### src/rtl/core/bdq_pkg.sv
// Shared types and codes for the bounded deque with search.
package bdq_pkg;

	typedef enum logic [2:0] {
		REQ_PUSH_FRONT = 3'd0,
		REQ_PUSH_BACK  = 3'd1,
		REQ_POP_FRONT  = 3'd2,
		REQ_POP_BACK   = 3'd3,
		REQ_COUNT      = 3'd4,
		REQ_DUMP_FWD   = 3'd5,
		REQ_DUMP_REV   = 3'd6
	} req_t;

	typedef enum logic [1:0] {
		STAT_OK    = 2'd0,
		STAT_FULL  = 2'd1,
		STAT_EMPTY = 2'd2
	} status_t;

	typedef enum logic [1:0] {
		ST_IDLE,
		ST_EXEC,
		ST_SCAN,
		ST_RDOUT
	} state_t;

	localparam int unsigned VALUE_W = 32;
	localparam int unsigned COUNT_W = 5;

endpackage

### src/rtl/core/bdq_if.sv
// Request and response channel interfaces of the deque.
interface bdq_req_if;
	logic                                 valid;
	logic                                 ready;
	logic [2:0]                           req_type;
	logic signed [bdq_pkg::VALUE_W-1:0]   item_value;

	modport source (output valid, output req_type, output item_value, input ready);
	modport sink   (input valid, input req_type, input item_value, output ready);
endinterface

interface bdq_rsp_if;
	logic                                 valid;
	logic                                 ready;
	logic [1:0]                           status;
	logic signed [bdq_pkg::VALUE_W-1:0]   out_value;
	logic [bdq_pkg::COUNT_W-1:0]          match_count;
	logic [bdq_pkg::COUNT_W-1:0]          occupancy;
	logic                                 last;

	modport source (output valid, output status, output out_value, output match_count,
		output occupancy, output last, input ready);
	modport sink   (input valid, input status, input out_value, input match_count,
		input occupancy, input last, output ready);
endinterface

### src/rtl/core/bounded_deque_with_search_top.sv
// Bounded deque controller: ring pointers, request sequencer and response register.
//
//  channel | dir | handshake   | payload
//  req     | in  | valid/ready | req_type, item_value
//  rsp     | out | valid/ready | status, out_value, match_count, occupancy, last
//
// One request at a time. Push, refused requests and unused codes respond from the
// sequencer directly; pop reads its entry first. Count does one RAM read per entry.
// Dump gives one response per cycle while rsp is not stalled, paced by the RAM read port.
// No clearing pass after reset; stalls on rsp hold the sequencer and the RAM read data.
module bounded_deque_with_search_top #(
	parameter int unsigned DEPTH = 16
) (
	input  logic         clk,
	input  logic         arst_n,
	bdq_req_if.sink      req,
	bdq_rsp_if.source    rsp
);

	localparam int unsigned IDXW = $clog2(DEPTH);
	localparam int unsigned CW   = $clog2(DEPTH + 1);
	localparam int unsigned VW   = bdq_pkg::VALUE_W;
	localparam int unsigned OW   = bdq_pkg::COUNT_W;
	localparam logic [IDXW:0]   DEPTH_W  = (IDXW + 1)'(DEPTH);
	localparam logic [IDXW-1:0] LAST_IDX = IDXW'(DEPTH - 1);
	localparam logic [CW-1:0]   FULL_CNT = CW'(DEPTH);
	localparam logic [CW-1:0]   ONE_CNT  = CW'(1);

	function automatic logic [IDXW-1:0] slot(input logic [IDXW-1:0] base,
		input logic [IDXW-1:0] off);
		logic [IDXW:0] sum;
		sum = {1'b0, base} + {1'b0, off};
		if (sum >= DEPTH_W) begin
			sum = sum - DEPTH_W;
		end
		return sum[IDXW-1:0];
	endfunction

	bdq_pkg::state_t state_q, state_d;
	bdq_pkg::req_t   req_q;
	logic [VW-1:0]   key_q;

	logic [IDXW-1:0] front_q, front_d;
	logic [CW-1:0]   count_q, count_d;
	logic [IDXW-1:0] off_q, off_d;
	logic [CW-1:0]   rem_q, rem_d;
	logic [CW-1:0]   iss_q, iss_d;
	logic [CW-1:0]   hits_q, hits_d;
	logic            cmp_s1, cmp_d;

	logic            out_valid_q;
	logic            out_free;
	logic            emit;
	bdq_pkg::status_t emit_status;
	logic [VW-1:0]   emit_value;
	logic [CW-1:0]   emit_match;
	logic            emit_last;

	logic [1:0]      status_q;
	logic [VW-1:0]   value_q;
	logic [OW-1:0]   match_q;
	logic [OW-1:0]   occ_q;
	logic            last_q;

	logic            ram_we;
	logic [IDXW-1:0] ram_waddr;
	logic            ram_re;
	logic [IDXW-1:0] ram_raddr;
	logic [VW-1:0]   ram_rdata;

	bdq_ram #(
		.WIDTH (VW),
		.DEPTH (DEPTH)
	) u_store (
		.clk   (clk),
		.we    (ram_we),
		.waddr (ram_waddr),
		.wdata (key_q),
		.re    (ram_re),
		.raddr (ram_raddr),
		.rdata (ram_rdata)
	);

	assign out_free  = !out_valid_q || rsp.ready;
	assign req.ready = (state_q == bdq_pkg::ST_IDLE);

	always_comb begin
		state_d     = state_q;
		front_d     = front_q;
		count_d     = count_q;
		off_d       = off_q;
		rem_d       = rem_q;
		iss_d       = iss_q;
		hits_d      = hits_q;
		cmp_d       = 1'b0;
		emit        = 1'b0;
		emit_status = bdq_pkg::STAT_OK;
		emit_value  = '0;
		emit_match  = '0;
		emit_last   = 1'b1;
		ram_we      = 1'b0;
		ram_waddr   = '0;
		ram_re      = 1'b0;
		ram_raddr   = '0;

		case (state_q)
			bdq_pkg::ST_IDLE: begin
				if (req.valid) begin
					state_d = bdq_pkg::ST_EXEC;
				end
			end
			bdq_pkg::ST_EXEC: begin
				if (out_free) begin
					case (req_q)
						bdq_pkg::REQ_PUSH_FRONT, bdq_pkg::REQ_PUSH_BACK: begin
							emit    = 1'b1;
							state_d = bdq_pkg::ST_IDLE;
							if (count_q == FULL_CNT) begin
								emit_status = bdq_pkg::STAT_FULL;
							end else begin
								ram_we  = 1'b1;
								count_d = count_q + ONE_CNT;
								if (req_q == bdq_pkg::REQ_PUSH_FRONT) begin
									front_d   = (front_q == '0) ? LAST_IDX : front_q - IDXW'(1);
									ram_waddr = front_d;
								end else begin
									ram_waddr = slot(front_q, IDXW'(count_q));
								end
							end
						end
						bdq_pkg::REQ_POP_FRONT, bdq_pkg::REQ_POP_BACK: begin
							if (count_q == '0) begin
								emit        = 1'b1;
								emit_status = bdq_pkg::STAT_EMPTY;
								state_d     = bdq_pkg::ST_IDLE;
							end else begin
								ram_re  = 1'b1;
								count_d = count_q - ONE_CNT;
								rem_d   = ONE_CNT;
								state_d = bdq_pkg::ST_RDOUT;
								if (req_q == bdq_pkg::REQ_POP_FRONT) begin
									ram_raddr = front_q;
									front_d   = slot(front_q, IDXW'(1));
								end else begin
									ram_raddr = slot(front_q, IDXW'(count_q - ONE_CNT));
								end
							end
						end
						bdq_pkg::REQ_COUNT: begin
							iss_d  = '0;
							hits_d = '0;
							if (count_q == '0) begin
								emit    = 1'b1;
								state_d = bdq_pkg::ST_IDLE;
							end else begin
								state_d = bdq_pkg::ST_SCAN;
							end
						end
						bdq_pkg::REQ_DUMP_FWD, bdq_pkg::REQ_DUMP_REV: begin
							if (count_q == '0) begin
								emit        = 1'b1;
								emit_status = bdq_pkg::STAT_EMPTY;
								state_d     = bdq_pkg::ST_IDLE;
							end else begin
								ram_re  = 1'b1;
								rem_d   = count_q;
								state_d = bdq_pkg::ST_RDOUT;
								if (req_q == bdq_pkg::REQ_DUMP_FWD) begin
									ram_raddr = front_q;
									off_d     = IDXW'(1);
								end else begin
									ram_raddr = slot(front_q, IDXW'(count_q - ONE_CNT));
									off_d     = IDXW'(count_q - ONE_CNT) - IDXW'(1);
								end
							end
						end
						default: begin
							emit    = 1'b1;
							state_d = bdq_pkg::ST_IDLE;
						end
					endcase
				end
			end
			bdq_pkg::ST_SCAN: begin
				if (cmp_s1 && ram_rdata == key_q) begin
					hits_d = hits_q + ONE_CNT;
				end
				if (iss_q != count_q) begin
					ram_re    = 1'b1;
					ram_raddr = slot(front_q, IDXW'(iss_q));
					iss_d     = iss_q + ONE_CNT;
					cmp_d     = 1'b1;
				end else if (!cmp_s1 && out_free) begin
					emit       = 1'b1;
					emit_match = hits_q;
					state_d    = bdq_pkg::ST_IDLE;
				end
			end
			bdq_pkg::ST_RDOUT: begin
				if (out_free) begin
					emit       = 1'b1;
					emit_value = ram_rdata;
					emit_last  = (rem_q == ONE_CNT);
					if (rem_q == ONE_CNT) begin
						state_d = bdq_pkg::ST_IDLE;
					end else begin
						ram_re    = 1'b1;
						ram_raddr = slot(front_q, off_q);
						rem_d     = rem_q - ONE_CNT;
						off_d     = (req_q == bdq_pkg::REQ_DUMP_FWD) ? off_q + IDXW'(1)
							: off_q - IDXW'(1);
					end
				end
			end
			default: begin
				state_d = bdq_pkg::ST_IDLE;
			end
		endcase
	end

	always_ff @(posedge clk or negedge arst_n) begin
		if (!arst_n) begin
			state_q     <= bdq_pkg::ST_IDLE;
			front_q     <= '0;
			count_q     <= '0;
			off_q       <= '0;
			rem_q       <= '0;
			iss_q       <= '0;
			hits_q      <= '0;
			cmp_s1      <= 1'b0;
			out_valid_q <= 1'b0;
		end else begin
			state_q <= state_d;
			front_q <= front_d;
			count_q <= count_d;
			off_q   <= off_d;
			rem_q   <= rem_d;
			iss_q   <= iss_d;
			hits_q  <= hits_d;
			cmp_s1  <= cmp_d;
			if (emit) begin
				out_valid_q <= 1'b1;
			end else if (rsp.ready) begin
				out_valid_q <= 1'b0;
			end
		end
	end

	always_ff @(posedge clk) begin
		if (req.valid && req.ready) begin
			req_q <= bdq_pkg::req_t'(req.req_type);
			key_q <= req.item_value;
		end
		if (emit) begin
			status_q <= emit_status;
			value_q  <= emit_value;
			match_q  <= OW'(emit_match);
			occ_q    <= OW'(count_d);
			last_q   <= emit_last;
		end
	end

	assign rsp.valid       = out_valid_q;
	assign rsp.status      = status_q;
	assign rsp.out_value   = value_q;
	assign rsp.match_count = match_q;
	assign rsp.occupancy   = occ_q;
	assign rsp.last        = last_q;

endmodule

### src/rtl/core/bdq_ram.sv
// Generic single-write, single-read RAM with registered read data.
module bdq_ram #(
	parameter int unsigned WIDTH = 32,
	parameter int unsigned DEPTH = 16
) (
	input  logic                     clk,
	input  logic                     we,
	input  logic [$clog2(DEPTH)-1:0] waddr,
	input  logic [WIDTH-1:0]         wdata,
	input  logic                     re,
	input  logic [$clog2(DEPTH)-1:0] raddr,
	output logic [WIDTH-1:0]         rdata
);

	logic [WIDTH-1:0] mem_q [DEPTH];

	always_ff @(posedge clk) begin
		if (we) begin
			mem_q[waddr] <= wdata;
		end
		if (re) begin
			rdata <= mem_q[raddr];
		end
	end

endmodule

### src/flat_wrapper.sv
// flat-port wrapper written by rule: the top's interface ports become plain ports
module bounded_deque_with_search_top_flat 
#(
	parameter int unsigned DEPTH = 16
)
  (clk, arst_n, req_valid, req_req_type, req_item_value, req_ready, rsp_valid, rsp_status, rsp_out_value, rsp_match_count, rsp_occupancy, rsp_last, rsp_ready);
  bdq_req_if req_i ();
  bdq_rsp_if rsp_i ();
  input  logic clk;
  input  logic arst_n;
  input wire logic [$bits(req_i.valid)-1:0] req_valid;
  input wire logic [$bits(req_i.req_type)-1:0] req_req_type;
  input wire logic [$bits(req_i.item_value)-1:0] req_item_value;
  output wire logic [$bits(req_i.ready)-1:0] req_ready;
  output wire logic [$bits(rsp_i.valid)-1:0] rsp_valid;
  output wire logic [$bits(rsp_i.status)-1:0] rsp_status;
  output wire logic [$bits(rsp_i.out_value)-1:0] rsp_out_value;
  output wire logic [$bits(rsp_i.match_count)-1:0] rsp_match_count;
  output wire logic [$bits(rsp_i.occupancy)-1:0] rsp_occupancy;
  output wire logic [$bits(rsp_i.last)-1:0] rsp_last;
  input wire logic [$bits(rsp_i.ready)-1:0] rsp_ready;
  assign req_i.valid = req_valid;
  assign req_i.req_type = req_req_type;
  assign req_i.item_value = req_item_value;
  assign req_ready = req_i.ready;
  assign rsp_valid = rsp_i.valid;
  assign rsp_status = rsp_i.status;
  assign rsp_out_value = rsp_i.out_value;
  assign rsp_match_count = rsp_i.match_count;
  assign rsp_occupancy = rsp_i.occupancy;
  assign rsp_last = rsp_i.last;
  assign rsp_i.ready = rsp_ready;
  bounded_deque_with_search_top #(.DEPTH(DEPTH)) u_core (.clk(clk), .arst_n(arst_n), .req(req_i), .rsp(rsp_i));
endmodule
### config.mk
export PLATFORM = sky130hd
export DESIGN_NAME = bounded_deque_with_search_top_flat
export DESIGN_NICKNAME = d
export VERILOG_FILES = /design/src/rtl/core/bdq_pkg.sv /design/src/rtl/core/bdq_if.sv /design/src/rtl/core/bounded_deque_with_search_top.sv /design/src/rtl/core/bdq_ram.sv /design/src/flat_wrapper.sv
export SDC_FILE = /design/constraint.sdc
export NUM_CORES = 1
export LEC_CHECK = 0
export ABC_CLOCK_PERIOD_IN_PS = 4750
export BUFFER_PORTS_ARGS = -buffer_cell sky130_fd_sc_hd__clkbuf_2
export CAP_MARGIN = 20
export CORE_MARGIN = 3
export CORE_UTILIZATION = 34
export CTS_CLUSTER_SIZE = 10
export DETAILED_ROUTE_END_ITERATION = 12
export PLACE_DENSITY = 0.49
export SLEW_MARGIN = 20
export SYNTH_ARGS = -nofsm -noshare
export SYNTH_HDL_FRONTEND = slang
export SYNTH_SLANG_ARGS = --single-unit
### constraint.sdc
create_clock -name clk -period 4.75 [get_ports clk]
set_input_delay 0.2375 -clock clk [delete_from_list [all_inputs] [get_ports clk]]
set_output_delay 0.2375 -clock clk [all_outputs]
set_load 0.03 [all_outputs]
==> flow_summary.json <==
{
  "die_w_um": 294.0,
  "cts_resized": 0,
  "fin_crit_sh": 0.8259,
  "critPathCaptureType": "flip-flop",
  "crit_chain": "inv_1, ha_1, fa_1, a211oi_1, o21ai_4, buf_12, and3_1, a221oi_1, nor4_1, or4_1",
  "n_antenna_cell": 0,
  "crit_cells": 10,
  "routed_wl_um": 84650,
  "ys_types": 65,
  "final_nets": 2048,
  "grt.overflow.total": 0,
  "drive_above_1_share": 0.1495,
  "power.density_mw_per_mm2": 765.9,
  "grt_antenna_before_repair": 0,
  "async_flop_share": 0.04878,
  "fillers": 7367,
  "cts_tree": "yes",
  "status": "finished clean",
  "io_buffers": 85,
  "grt_pass1_vias": 18170,
  "syn_area_mm2": 0.02820,
  "fin_area_mm2": 0.03266,
  "clk_pin_slew_ns": 0.05,
  "drt_iter0_drc": 1698,
  "htree_levels": 3,
  "synth_nets": 1980,
  "slowest_delay_ns": 0.53,
  "min_path_cells": 4,
  "arrival_ns": 4.29,
  "leakagePower_uw": 0.01117,
  "ios": 86,
  "syn2layout_area_growth_pct": 15.81,
  "die_h_um": 294.0,
  "avgRoutedWirePerCell_um": 27.54,
  "setup_slack_ns": 0.8270,
  "relSlewSlack": 0.2913,
  "yosysSeqAreaShare": 0.6928,
  "ant_nets": 0,
  "drt_pass1_iterations": 5,
  "path_buf_inv": 2,
  "via_per_inst": 5.891,
  "grt_pass1_wl_um": 124500,
  "cp_top_family": "simple AND/OR/NAND/NOR gates",
  "root_buffer": "clkbuf_16",
  "cp_slowest_cell": "or4_1",
  "r2r_cells": 10,
  "rsz0062_at_grt": "false",
  "critical_path_class": "reg2reg",
  "drc_errors": 0,
  "dpl.cell_count": 2920,
  "rows": 104,
  "cts_max_path_buffers": 3,
  "maxSlewViolCount": 0,
  "clock_skew_ns": 0.02449,
  "hp-class": "in2reg",
  "dpl.hpwl_um": 42790,
  "grtUsageTotal": 0.1930,
  "crit_fanout": 248,
  "yosys_warnings": 0,
  "cts.sinks": 656,
  "postSynthCellCount": 1909,
  "grt_max_degree": 249,
  "max_cap_viol_count": 0,
  "dp_slack_ns": 0.8744,
  "fp.coreArea_mm2": 0.08133,
  "postCtsHoldBufs": 36,
  "dpl-instance-area_mm2": 0.03006,
  "ys_seq_elements": 656,
  "vias": 18110,
  "numCtsBuffers": 79,
  "hold_slack_ns": 0.1102,
  "irDropWorstVdd_uv": 532.6,
  "start_util": 0.3468,
  "fmax_mhz": 254.9,
  "finalSetupViolCount": 0,
  "cp.required_ns": 5.11,
  "hold_violations": 0,
  "tns_ns": 0,
  "fp.dieArea_mm2": 0.08644,
  "startpoint_type": "flip-flop",
  "worstMarginPinSlew_ns": 1.063,
  "synth_edf_count": 624,
  "min_period_ns": 3.923,
  "fin_cells": 3074,
  "finalWeightedCongestion": 0.7912,
  "cts_setup_buffers": 0,
  "insertion_delay_ns": 0.63,
  "synth_top_flop_cell": "edfxtp_1",
  "synth.avg_cell_area_um2": 14.77
}
[worst register-to-register path: stages, from the launching register on]
cell and delay, ns:
dfrtp_1 0.37, inv_1 0.16, ha_1 0.33, fa_1 0.50, a211oi_1 0.42, o21ai_4 0.14
buf_12 0.37, and3_1 0.51, a221oi_1 0.28, nor4_1 0.08, or4_1 0.53
[cell usage after synthesis, types with 18 or more instances]
master    instances  area share
and3_1          280       0.062
edfxtp_1        624        0.66
ha_1             27       0.012
buf_2            25      0.0044
inv_1            18      0.0024
nand2_1          28      0.0037
nor4_1          134       0.030
o21ai_0          22      0.0039
or4_1            31      0.0083
xor2_1           52       0.016
a221oi_1        222       0.069
dfrtp_1          32       0.028
a21oi_1          22      0.0039
clkbuf_1        153       0.020
nor2_1           49      0.0065
a221oi_2         29       0.015
[kinds of logic (layout without fill, tap and decap cells)]
kind of cell | Yosys count | count (layout) | synth area share
flip-flops | 656 | 656 | 0.6928
AND/OR/NAND/NOR | 592 | 592 | 0.1273
AO/OA/AOI/OAI | 343 | 343 | 0.1060
buffers and inverters | 209 | 314 | 0.03159
XOR/XNOR | 66 | 66 | 0.02098
adder cells (fa/ha/maj) | 32 | 32 | 0.01553
multiplexers | 11 | 11 | 0.005767
[metrics by stage]
stage	power, uW	utilization
floorplan	15730	-
finish	25020	0.4016
global route	26380	0.4016
detailed placement	19710	0.3696
CTS	25210	0.4016
global placement	19580	0.3696
[state kept, by name, indices dropped and copies added (netlist names)]
signal / flops
u_core.u_store.mem_q: 512
u_core.key_q: 32
u_core.rsp.out_value: 32
u_core.u_store.rdata: 32
u_core.count_q: 5
u_core.hits_q: 5
u_core.iss_q: 5
u_core.rem_q: 5
u_core.rsp.match_count: 5
u_core.rsp.occupancy: 5
u_core.front_q: 4
u_core.off_q: 4
u_core.req_q: 3
u_core.rsp.status: 2
u_core.state_q: 2
u_core.cmp_s1: 1
u_core.rsp.last: 1
u_core.rsp.valid: 1
[power breakdown]
group          total, uW  leakage (uW)  switching (uW)  internal (uW)
registers           8140       0.00606             615           7520
logic              11400       0.00401            7590           3850
clock network       5430       0.00109            2300           3130
[placed cells by master (no fill, tap or decap), drive strengths merged, types with 8 or more instances in the layout]
master | synthesis | final
xor2 | 52 | 52
o31ai | 8 | 8
xnor2 | 13 | 13
a21oi | 22 | 22
nor3 | 13 | 13
or4 | 31 | 31
edfxtp | 624 | 624
a221oi | 251 | 251
nor2 | 49 | 49
ha | 27 | 27
nand3 | 13 | 13
dlygate4sd3 | 0 | 36
clkbuf | 153 | 190
nand2b | 10 | 10
and3 | 281 | 281
nand2 | 28 | 28
buf | 38 | 57
dfrtp | 32 | 32
and2 | 9 | 9
clkinv | 0 | 8
o21ai | 23 | 23
nor4 | 134 | 134
inv | 18 | 22
[final timing paths]
kind,startpoint,to,slack (ns)
max in group asynchronous,arst_n,u_core.hits_q[3],3.91
max reg2reg,u_core.count_q[0],u_core.u_store.rdata[19],0.83
min,rsp_ready,u_core.state_q[0],0.11
min reg2reg,u_core.hits_q[4],u_core.hits_q[4],0.54
min in group asynchronous,arst_n,u_core.front_q[0],0.28
max,u_core.count_q[0],u_core.u_store.rdata[19],0.83
[area by class of cell]
type                       instances  area, um^2  area share
clock buffer                     105        2096     0.06417
clock inverter                    13       145.1    0.004444
inverter                          18       67.56    0.002069
multi-input combinational       1044        7974      0.2441
sequential                       656       19540      0.5982
tap                             1060        1326     0.04061
timing repair buffer             178        1514     0.04635
[layer usage]
metal	global-route usage	wire (um)
met3	0.02717	4689
met2	0.3216	41090
met1	0.2647	37100
met5	0	0
met4	0.05343	1765
(Power assumes the default switching activity.)
